$ cat config.mk
export PLATFORM = sky130hd
export DESIGN_NAME = serial_command_frame_parser_core
export DESIGN_NICKNAME = d
export VERILOG_FILES = /design/src/sv/scfp_pkg.sv /design/src/sv/scfp_step.sv /design/src/sv/serial_command_frame_parser_core.sv
export SDC_FILE = /design/constraint.sdc
export NUM_CORES = 1
export LEC_CHECK = 0
export ABC_AREA = 1
export BUFFER_PORTS_ARGS = -buffer_cell sky130_fd_sc_hd__buf_2
export CORE_ASPECT_RATIO = 0.5
export CORE_MARGIN = 4
export CORE_UTILIZATION = 48
export DETAILED_ROUTE_END_ITERATION = 10
export PLACE_DENSITY = 0.67
export SLEW_MARGIN = 20
export SYNTH_ARGS = -nofsm -noshare
export SYNTH_HDL_FRONTEND = slang
export SYNTH_SLANG_ARGS = --single-unit
$ cat constraint.sdc
create_clock -name i_clk -period 3.83 [get_ports i_clk]
set_input_delay 0 -clock i_clk [delete_from_list [all_inputs] [get_ports i_clk]]
set_output_delay 0 -clock i_clk [all_outputs]
set_load 0.01 [all_outputs]
$ cat src/sv/scfp_pkg.sv
`timescale 1ns / 1ps

package scfp_pkg;

    localparam int BYTE_W  = 8;
    localparam int EVENT_W = 4;
    localparam int POS_W   = 12;
    localparam int PHASE_W = 3;

    localparam logic [PHASE_W-1:0] PH_SYNC  = 3'd0;
    localparam logic [PHASE_W-1:0] PH_CMD   = 3'd1;
    localparam logic [PHASE_W-1:0] PH_RELAY = 3'd2;
    localparam logic [PHASE_W-1:0] PH_PWM   = 3'd3;
    localparam logic [PHASE_W-1:0] PH_CLOCK = 3'd4;
    localparam logic [PHASE_W-1:0] PH_DATE  = 3'd5;
    localparam logic [PHASE_W-1:0] PH_FNAME = 3'd6;
    localparam logic [PHASE_W-1:0] PH_FDATA = 3'd7;

    localparam logic [EVENT_W-1:0] EV_RELAY     = 4'd0;
    localparam logic [EVENT_W-1:0] EV_PWM       = 4'd1;
    localparam logic [EVENT_W-1:0] EV_CLK_CH    = 4'd2;
    localparam logic [EVENT_W-1:0] EV_CLK_DONE  = 4'd3;
    localparam logic [EVENT_W-1:0] EV_DATE_CH   = 4'd4;
    localparam logic [EVENT_W-1:0] EV_DATE_DONE = 4'd5;
    localparam logic [EVENT_W-1:0] EV_NAME_CH   = 4'd6;
    localparam logic [EVENT_W-1:0] EV_NAME_DONE = 4'd7;
    localparam logic [EVENT_W-1:0] EV_FILE_BYTE = 4'd8;
    localparam logic [EVENT_W-1:0] EV_FILE_DONE = 4'd9;
    localparam logic [EVENT_W-1:0] EV_ERROR     = 4'd10;

    localparam logic [BYTE_W-1:0] CMD_RELAY = 8'd1;
    localparam logic [BYTE_W-1:0] CMD_PWM   = 8'd2;
    localparam logic [BYTE_W-1:0] CMD_CLOCK = 8'd3;
    localparam logic [BYTE_W-1:0] CMD_DATE  = 8'd4;
    localparam logic [BYTE_W-1:0] CMD_FILE  = 8'd5;

    localparam logic [BYTE_W-1:0] CH_SYNC  = 8'h21; // '!'
    localparam logic [BYTE_W-1:0] CH_SEP   = 8'h24; // '$'
    localparam logic [BYTE_W-1:0] CH_END   = 8'h23; // '#'
    localparam logic [BYTE_W-1:0] CH_COLON = 8'h3A; // ':'
    localparam logic [BYTE_W-1:0] CH_SLASH = 8'h2F; // '/'
    localparam logic [BYTE_W-1:0] CH_DOT   = 8'h2E; // '.'
    localparam logic [BYTE_W-1:0] CH_ZERO  = 8'h30;
    localparam logic [BYTE_W-1:0] CH_ONE   = 8'h31;
    localparam logic [BYTE_W-1:0] CH_NINE  = 8'h39;
    localparam logic [BYTE_W-1:0] CH_UA    = 8'h41;
    localparam logic [BYTE_W-1:0] CH_UF    = 8'h46;
    localparam logic [BYTE_W-1:0] CH_UZ    = 8'h5A;
    localparam logic [BYTE_W-1:0] CH_LA    = 8'h61;
    localparam logic [BYTE_W-1:0] CH_LZ    = 8'h7A;

    typedef struct packed {
        logic [POS_W-1:0]   position;
        logic [BYTE_W-1:0]  value;
        logic [EVENT_W-1:0] event_res;
    } t_result;

    typedef struct packed {
        logic [PHASE_W-1:0] phase;
        logic [BYTE_W-1:0]  number_acc;
        logic               digits_ended;
    } t_parse;

    function automatic logic is_dec(input logic [BYTE_W-1:0] c);
        return (c >= CH_ZERO) && (c <= CH_NINE);
    endfunction

    function automatic logic is_hex(input logic [BYTE_W-1:0] c);
        return is_dec(c) || ((c >= CH_UA) && (c <= CH_UF));
    endfunction

    function automatic logic is_alpha(input logic [BYTE_W-1:0] c);
        return ((c >= CH_LA) && (c <= CH_LZ)) || ((c >= CH_UA) && (c <= CH_UZ));
    endfunction

endpackage

$ cat src/sv/scfp_step.sv
`timescale 1ns / 1ps

module scfp_step #(
    parameter int TIME_CHARS = 8,
    parameter int NAME_CHARS = 29,
    parameter int FILE_BYTES = 2047,
    parameter int CNT_W      = 12
) (
    input  logic [scfp_pkg::BYTE_W-1:0] i_byte,
    input  scfp_pkg::t_parse            i_state,
    input  logic [CNT_W-1:0]            i_count,
    output scfp_pkg::t_parse            o_state,
    output logic [CNT_W-1:0]            o_count,
    output logic                        o_emit,
    output scfp_pkg::t_result           o_result
);

    localparam logic [CNT_W-1:0] TIME_CAP = CNT_W'(TIME_CHARS);
    localparam logic [CNT_W-1:0] NAME_CAP = CNT_W'(NAME_CHARS);
    localparam logic [CNT_W-1:0] FILE_CAP = CNT_W'(FILE_BYTES);

    logic [CNT_W+scfp_pkg::POS_W-1:0] w_count_ext;
    logic [scfp_pkg::POS_W-1:0]       w_pos;
    logic [scfp_pkg::BYTE_W-1:0]      w_acc_next;
    logic                             w_ended_next;
    logic [scfp_pkg::BYTE_W-1:0]      w_digit;
    logic                             w_is_clock;
    logic                             w_time_ok;
    logic [CNT_W-1:0]                 w_cap;
    logic                             w_room;

    assign w_count_ext = {{scfp_pkg::POS_W{1'b0}}, i_count};
    assign w_pos       = w_count_ext[scfp_pkg::POS_W-1:0];
    assign w_digit     = i_byte - scfp_pkg::CH_ZERO;
    assign w_is_clock  = (i_state.phase == scfp_pkg::PH_CLOCK);
    assign w_time_ok   = scfp_pkg::is_dec(i_byte) ||
                         (w_is_clock  && (i_byte == scfp_pkg::CH_COLON)) ||
                         (!w_is_clock && (i_byte == scfp_pkg::CH_SLASH));

    // atoi-style accumulate, stops at the first hex letter
    always_comb begin
        w_acc_next   = i_state.number_acc;
        w_ended_next = i_state.digits_ended;
        if (!i_state.digits_ended) begin
            if (scfp_pkg::is_dec(i_byte)) begin
                w_acc_next = (i_state.number_acc << 3) + (i_state.number_acc << 1) + w_digit;
            end else begin
                w_ended_next = 1'b1;
            end
        end
    end

    always_comb begin
        unique case (i_state.phase)
            scfp_pkg::PH_CLOCK, scfp_pkg::PH_DATE: w_cap = TIME_CAP;
            scfp_pkg::PH_FNAME:                    w_cap = NAME_CAP;
            default:                               w_cap = FILE_CAP;
        endcase
    end

    assign w_room = (i_count < w_cap);

    always_comb begin
        o_state            = i_state;
        o_count            = i_count;
        o_emit             = 1'b0;
        o_result.event_res = scfp_pkg::EV_ERROR;
        o_result.value     = '0;
        o_result.position  = '0;
        unique case (i_state.phase)
            scfp_pkg::PH_SYNC: begin
                if (i_byte == scfp_pkg::CH_SYNC) begin
                    o_state.phase        = scfp_pkg::PH_CMD;
                    o_state.number_acc   = '0;
                    o_state.digits_ended = 1'b0;
                    o_count              = '0;
                end
            end
            scfp_pkg::PH_CMD: begin
                if (scfp_pkg::is_hex(i_byte)) begin
                    o_state.number_acc   = w_acc_next;
                    o_state.digits_ended = w_ended_next;
                end else if (i_byte == scfp_pkg::CH_SEP) begin
                    o_state.number_acc   = '0;
                    o_state.digits_ended = 1'b0;
                    o_count              = '0;
                    unique case (i_state.number_acc)
                        scfp_pkg::CMD_RELAY: o_state.phase = scfp_pkg::PH_RELAY;
                        scfp_pkg::CMD_PWM:   o_state.phase = scfp_pkg::PH_PWM;
                        scfp_pkg::CMD_CLOCK: o_state.phase = scfp_pkg::PH_CLOCK;
                        scfp_pkg::CMD_DATE:  o_state.phase = scfp_pkg::PH_DATE;
                        scfp_pkg::CMD_FILE:  o_state.phase = scfp_pkg::PH_FNAME;
                        default:             o_state.phase = scfp_pkg::PH_SYNC;
                    endcase
                end
            end
            scfp_pkg::PH_RELAY: begin
                o_emit        = 1'b1;
                o_state.phase = scfp_pkg::PH_SYNC;
                if ((i_byte == scfp_pkg::CH_ZERO) || (i_byte == scfp_pkg::CH_ONE)) begin
                    o_result.event_res = scfp_pkg::EV_RELAY;
                    o_result.value     = w_digit;
                end
            end
            scfp_pkg::PH_PWM: begin
                if (scfp_pkg::is_hex(i_byte)) begin
                    o_state.number_acc   = w_acc_next;
                    o_state.digits_ended = w_ended_next;
                end else begin
                    o_emit        = 1'b1;
                    o_state.phase = scfp_pkg::PH_SYNC;
                    if (i_byte == scfp_pkg::CH_END) begin
                        o_result.event_res = scfp_pkg::EV_PWM;
                        o_result.value     = i_state.number_acc;
                    end
                end
            end
            scfp_pkg::PH_CLOCK, scfp_pkg::PH_DATE: begin
                if (w_time_ok) begin
                    o_emit             = w_room;
                    o_result.event_res = w_is_clock ? scfp_pkg::EV_CLK_CH
                                                    : scfp_pkg::EV_DATE_CH;
                    o_result.value     = i_byte;
                    o_result.position  = w_pos;
                    if (w_room) begin
                        o_count = i_count + 1'b1;
                    end
                end else begin
                    o_emit        = 1'b1;
                    o_state.phase = scfp_pkg::PH_SYNC;
                    if (i_byte == scfp_pkg::CH_END) begin
                        o_result.event_res = w_is_clock ? scfp_pkg::EV_CLK_DONE
                                                        : scfp_pkg::EV_DATE_DONE;
                        o_result.position  = w_pos;
                    end
                end
            end
            scfp_pkg::PH_FNAME: begin
                if (scfp_pkg::is_alpha(i_byte) || scfp_pkg::is_dec(i_byte) ||
                    (i_byte == scfp_pkg::CH_DOT)) begin
                    o_emit             = w_room;
                    o_result.event_res = scfp_pkg::EV_NAME_CH;
                    o_result.value     = i_byte;
                    o_result.position  = w_pos;
                    if (w_room) begin
                        o_count = i_count + 1'b1;
                    end
                end else if (i_byte == scfp_pkg::CH_SEP) begin
                    o_emit             = 1'b1;
                    o_state.phase      = scfp_pkg::PH_FDATA;
                    o_count            = '0;
                    o_result.event_res = scfp_pkg::EV_NAME_DONE;
                    o_result.position  = w_pos;
                end else begin
                    o_emit        = 1'b1;
                    o_state.phase = scfp_pkg::PH_SYNC;
                end
            end
            scfp_pkg::PH_FDATA: begin
                if (i_byte == scfp_pkg::CH_END) begin
                    o_emit             = 1'b1;
                    o_state.phase      = scfp_pkg::PH_SYNC;
                    o_result.event_res = scfp_pkg::EV_FILE_DONE;
                    o_result.position  = w_pos;
                end else begin
                    o_emit             = w_room;
                    o_result.event_res = scfp_pkg::EV_FILE_BYTE;
                    o_result.value     = i_byte;
                    o_result.position  = w_pos;
                    if (w_room) begin
                        o_count = i_count + 1'b1;
                    end
                end
            end
        endcase
    end

endmodule

$ cat src/sv/serial_command_frame_parser_core.sv
`timescale 1ns / 1ps
// Channel  | Dir | Handshake                     | Payload
// s_axis   | in  | s_axis_tvalid / s_axis_tready | rx_byte (8)
// m_axis   | out | m_axis_tvalid / m_axis_tready | event_res (4), value (8), position (12)
//
// Two stages: an input byte register, then one pass of parse logic into the result register.
// One byte per cycle sustained while the output is not stalled; each result is registered
// from its byte in the input register. Bytes producing no result still pass the parse stage.
// Synchronous active-low reset returns the parser to the sync search and empties both stages.
// A stalled output holds the parse stage; an empty input register still takes one more byte.

module serial_command_frame_parser_core #(
    parameter int TIME_CHARS = 8,
    parameter int NAME_CHARS = 29,
    parameter int FILE_BYTES = 2047
) (
    input  logic        i_clk,
    input  logic        i_rst_n,
    input  logic        s_axis_tvalid,
    output logic        s_axis_tready,
    input  logic [7:0]  s_axis_tdata,   // [7:0] rx_byte
    output logic        m_axis_tvalid,
    input  logic        m_axis_tready,
    output logic [23:0] m_axis_tdata    // [3:0] event_res, [11:4] value, [23:12] position
);

    localparam int MAX_TN  = (TIME_CHARS > NAME_CHARS) ? TIME_CHARS : NAME_CHARS;
    localparam int MAX_CAP = (MAX_TN > FILE_BYTES) ? MAX_TN : FILE_BYTES;
    localparam int CNT_W   = $clog2(MAX_CAP + 1);

    logic                        r_in_valid;
    logic [scfp_pkg::BYTE_W-1:0] r_in_byte;
    scfp_pkg::t_parse            r_state;
    logic [CNT_W-1:0]            r_count;
    logic                        r_out_valid;
    scfp_pkg::t_result           r_out;

    scfp_pkg::t_parse            n_state;
    logic [CNT_W-1:0]            n_count;
    logic                        w_emit;
    scfp_pkg::t_result           w_result;
    logic                        w_advance;

    assign w_advance     = r_in_valid && (!r_out_valid || m_axis_tready);
    assign s_axis_tready = !r_in_valid || w_advance;
    assign m_axis_tvalid = r_out_valid;
    assign m_axis_tdata  = r_out;

    scfp_step #(
        .TIME_CHARS (TIME_CHARS),
        .NAME_CHARS (NAME_CHARS),
        .FILE_BYTES (FILE_BYTES),
        .CNT_W      (CNT_W)
    ) u_step (
        .i_byte   (r_in_byte),
        .i_state  (r_state),
        .i_count  (r_count),
        .o_state  (n_state),
        .o_count  (n_count),
        .o_emit   (w_emit),
        .o_result (w_result)
    );

    always_ff @(posedge i_clk) begin
        if (!i_rst_n) begin
            r_in_valid           <= 1'b0;
            r_out_valid          <= 1'b0;
            r_state.phase        <= scfp_pkg::PH_SYNC;
            r_state.number_acc   <= '0;
            r_state.digits_ended <= 1'b0;
            r_count              <= '0;
        end else begin
            if (s_axis_tready) begin
                r_in_valid <= s_axis_tvalid;
            end
            if (w_advance) begin
                r_state     <= n_state;
                r_count     <= n_count;
                r_out_valid <= w_emit;
            end else if (m_axis_tready) begin
                r_out_valid <= 1'b0;
            end
        end
    end

    always_ff @(posedge i_clk) begin
        if (s_axis_tready && s_axis_tvalid) begin
            r_in_byte <= s_axis_tdata;
        end
        if (w_advance && w_emit) begin
            r_out <= w_result;
        end
    end

    a_event_range: assert property (@(posedge i_clk) disable iff (!i_rst_n)
        r_out_valid |-> (r_out.event_res <= scfp_pkg::EV_ERROR))
        else $error("event code out of range");

    a_relay_bit: assert property (@(posedge i_clk) disable iff (!i_rst_n)
        (r_out_valid && (r_out.event_res == scfp_pkg::EV_RELAY)) |-> (r_out.value <= 8'd1))
        else $error("relay value not a single bit");

    a_time_cap: assert property (@(posedge i_clk) disable iff (!i_rst_n)
        ((r_state.phase == scfp_pkg::PH_CLOCK) || (r_state.phase == scfp_pkg::PH_DATE))
        |-> (r_count <= CNT_W'(TIME_CHARS)))
        else $error("time count beyond capacity");

    a_hold_on_stall: assert property (@(posedge i_clk) disable iff (!i_rst_n)
        (r_out_valid && !m_axis_tready) |=> (r_out_valid && $stable(r_out)))
        else $error("result lost while stalled");

    a_reset_empty: assert property (@(posedge i_clk)
        !i_rst_n |=> (!r_out_valid && !r_in_valid))
        else $error("stages not empty after reset");

endmodule
==> metrics <==
status=completed; DRT iter0 DRCs=295; layout cells sized above 1=12.9%; PD cells=274 nW/um^2; grt ovf=0; Clk Tree Root Cell=clkbuf_16; PortBufs=36; Tmin final=3140 ps; CTS sink cnt=56; Max Cap Viol=0; first-pass GRT wire length=16400 um; Buf/Inv on CP=4; vias in the first global route=3317; share of the core filled with cells=55.5%; CP Data Required Time=3810 ps; post-synthesis xor/xnor area fraction=3.25%; simple-gate portion of the synthesized area=33.1%; Worst EP arrival=3120 ps; unrepaired setup endpoints after global routing=false; wire length on met3=410 um; slew margin rel.=62.0%; Cell Area, Synth=4050 um^2; vias=3624; Total GRT Usage=20.6%; CP dominant cell by count=nand2_1; CP Capture Type=flip-flop; CTS tree=yes; Final Skew=5.12 ps; Die Span Y=72.9 um; Yosys cell types=35; Main synth FF type=edfxtp_1; Worst Setup Path Type=flip-flop to flip-flop; routed length per instance=13.5 um; Fin Setup TNS=0 ps; sequential element share of the synthesized area=35.4%; die area=10100 um^2; largest family of logic cells by synthesized area=simple AND/OR/NAND/NOR gates; Post-Synthesis Net Count=603; final number of hold-violating endpoints=0; Post-Route WL=9670 um; Pins Over Slew Limit=0; DP Wirelength=7520 um; hold path startpoint=m_axis_tready; flops & latches, synth=56; via density per instance=5.05; slowest library cell on the worst path=dfxtp_1; DR WL met2=4360 um; H-tree levels=2; chip width=138 um; crit path cell chain=nand2_1 > nand2_1 > ha_1 > nand2_1 > inv_1 > nand3_1 > nand2_1 > a21oi_1 > nand2_1 > inv_2 > nand2_1 > nand3_1 > nor2_1 > nand2_1 > nand2_1 > inv_1 > buf_4; post-synthesis mux area share=0%; Worst Hold Class=input pin to flip-flop; slowest stage delay, CP=480 ps; Pre-antenna DRT Iters=5; Synth Area in Adders=8.66%; Worst-Margin Slew=569 ps; Post-synth ARST share=0%; critical-path maximum fanout=23; Reg area=1430 um^2; period utilization=82.1%; clock buffer depth=2; Initial Util=49.9%; CP top delay family=simple AND/OR/NAND/NOR gates; fmax=0.318 GHz; Final setup viols=0; Post-Route M1 WL=4750 um; largest net degree at the start of global routing=24; Final #Nets=642; Ys Warns=0; IO Pins=38; Setup Buffers After CTS=0; DR top layer=met4; GPL Wtd Cong=0.999; initial antenna violation count=0; gate count after technology mapping=566; syn avg cell area=7.15 um^2; drt drc=0; Critical Path Source Type=flip-flop; core area=8120 um^2; Skew-Pair Late Insertion Delay=300 ps; Setup crit start=r_state[11]; Antenna Cells=0; Synth Area in Compound Gates=9.86%; CTS Buf Count=5; Routed Antenna Nets=0; Area growth syn-to-layout=11.3%; area of the multi-input gates=2230 um^2; number of flops mapped to enable cells by yosys=31; cts repair resizes=0; peak supply drop=0.182 mV; Hold WS=23.8 ps; Reg clk slew, reported paths=70 ps; site row count=23; FF-to-FF Start=r_state[11]; FILL cells=823; Leak=2.14 nW
-- synthesized netlist by cell type (3+ instances only) --
cell type	number	share of area (%)
nand2_2	7	1.1
a21oi_2	5	1.1
o21ai_0	27	3.3
nor2_1	67	6.2
nor2_2	3	0.46
inv_1	66	6.1
nand2_4	3	0.83
fa_1	5	2.5
o21ai_1	5	0.62
nand2_1	168	16
buf_6	5	1.4
nand4_1	12	1.9
dfxtp_1	25	12
edfxtp_1	31	23
buf_2	3	0.37
nor3_1	16	2.0
nor2_4	3	0.83
nand3_1	24	3.0
buf_4	5	0.93
nand3_2	3	0.74
a21oi_1	28	3.5
ha_1	20	6.2
inv_2	7	0.65
xor2_1	13	2.8
-- power by group --
part	leakage (nW)	switching (mW)	internal (mW)
clock	0.0742	0.216	0.245
combinational	1.54	0.0742	0.0430
sequential	0.525	0.0198	0.638
-- final cells by class --
type                    instances  area share, %
clock buffers                   5           2.78
clock inverters                 3          0.500
inverters                      73           6.08
multi-input cells             422           49.4
flip-flops and latches         56           31.8
well taps                     112           3.11
repair buffers                 47           6.39
-- per-layer routing --
layer,global-route usage (%),vias to the layer above
met1,28.8,1629
met5,0,-
met4,5.81,0
li1,-,1894
met3,3.86,11
met2,33.0,90
-- state kept, by name (all words and copies together), names as in the netlist --
register / flops
r_count: 11
r_state: 12
r_in_valid: 1
r_in_byte: 8
m_axis_tvalid: 1
m_axis_tdata: 23
-- worst paths after layout --
| path | depth (start not counted) | endpoint | slack [ps] |
|---|---|---|---|
| min reg2reg | 2 | r_state[8] | 480 |
| max | 17 | m_axis_tdata[22] | 690 |
| min | 4 | r_in_valid | 20 |
| max reg2reg | 17 | m_axis_tdata[22] | 690 |
-- cell families (layout without fill, tap and decap cells) --
logic type / Yosys count / after routing
AO/OA/AOI/OAI: 72 / 72
XOR/XNOR: 15 / 15
adder cells (fa/ha/maj): 25 / 25
buffers and inverters: 88 / 128
flip-flops: 56 / 56
other: 1 / 1
AND/OR/NAND/NOR: 309 / 309
-- timing repair --
action,CTS,global route
hold buffers,10,0
endpoints found under the setup margin,0,0
hold endpoints to repair,12,0
-- through the flow --
stage	area, um^2	std cells	power [mW]	setup slack, ps
floorplan	4050	566	0.753	1060
global placement	4260	700	0.780	825
detailed placement	4260	700	0.780	714
CTS	4510	718	1.25	695
global route	4510	718	1.30	315
finish	4510	718	1.24	686
-- tightest hold or removal path: cells and delay by family --
family / cells / cell delay [ps]
buf+inv: 2 / 110
compound gates: 1 / 70
simple gates: 1 / 90
-- cells in the final DEF (no fill, tap or decap), types with 5 or more instances in the layout --
cell type,Yosys,routed
inv_2,7,7
nand3_1,24,24
o21ai_0,27,27
buf_2,3,36
dfxtp_1,25,25
xor2_1,13,13
fa_1,5,5
nand4_1,12,12
edfxtp_1,31,31
a21oi_2,5,5
ha_1,20,20
nor2_1,67,67
dlygate4sd3_1,0,10
o21ai_1,5,5
nand2_1,168,168
a21oi_1,28,28
nor3_1,16,16
clkbuf_16,0,5
nand2_2,7,7
inv_1,66,66
Power figures use the tool's default switching activity.
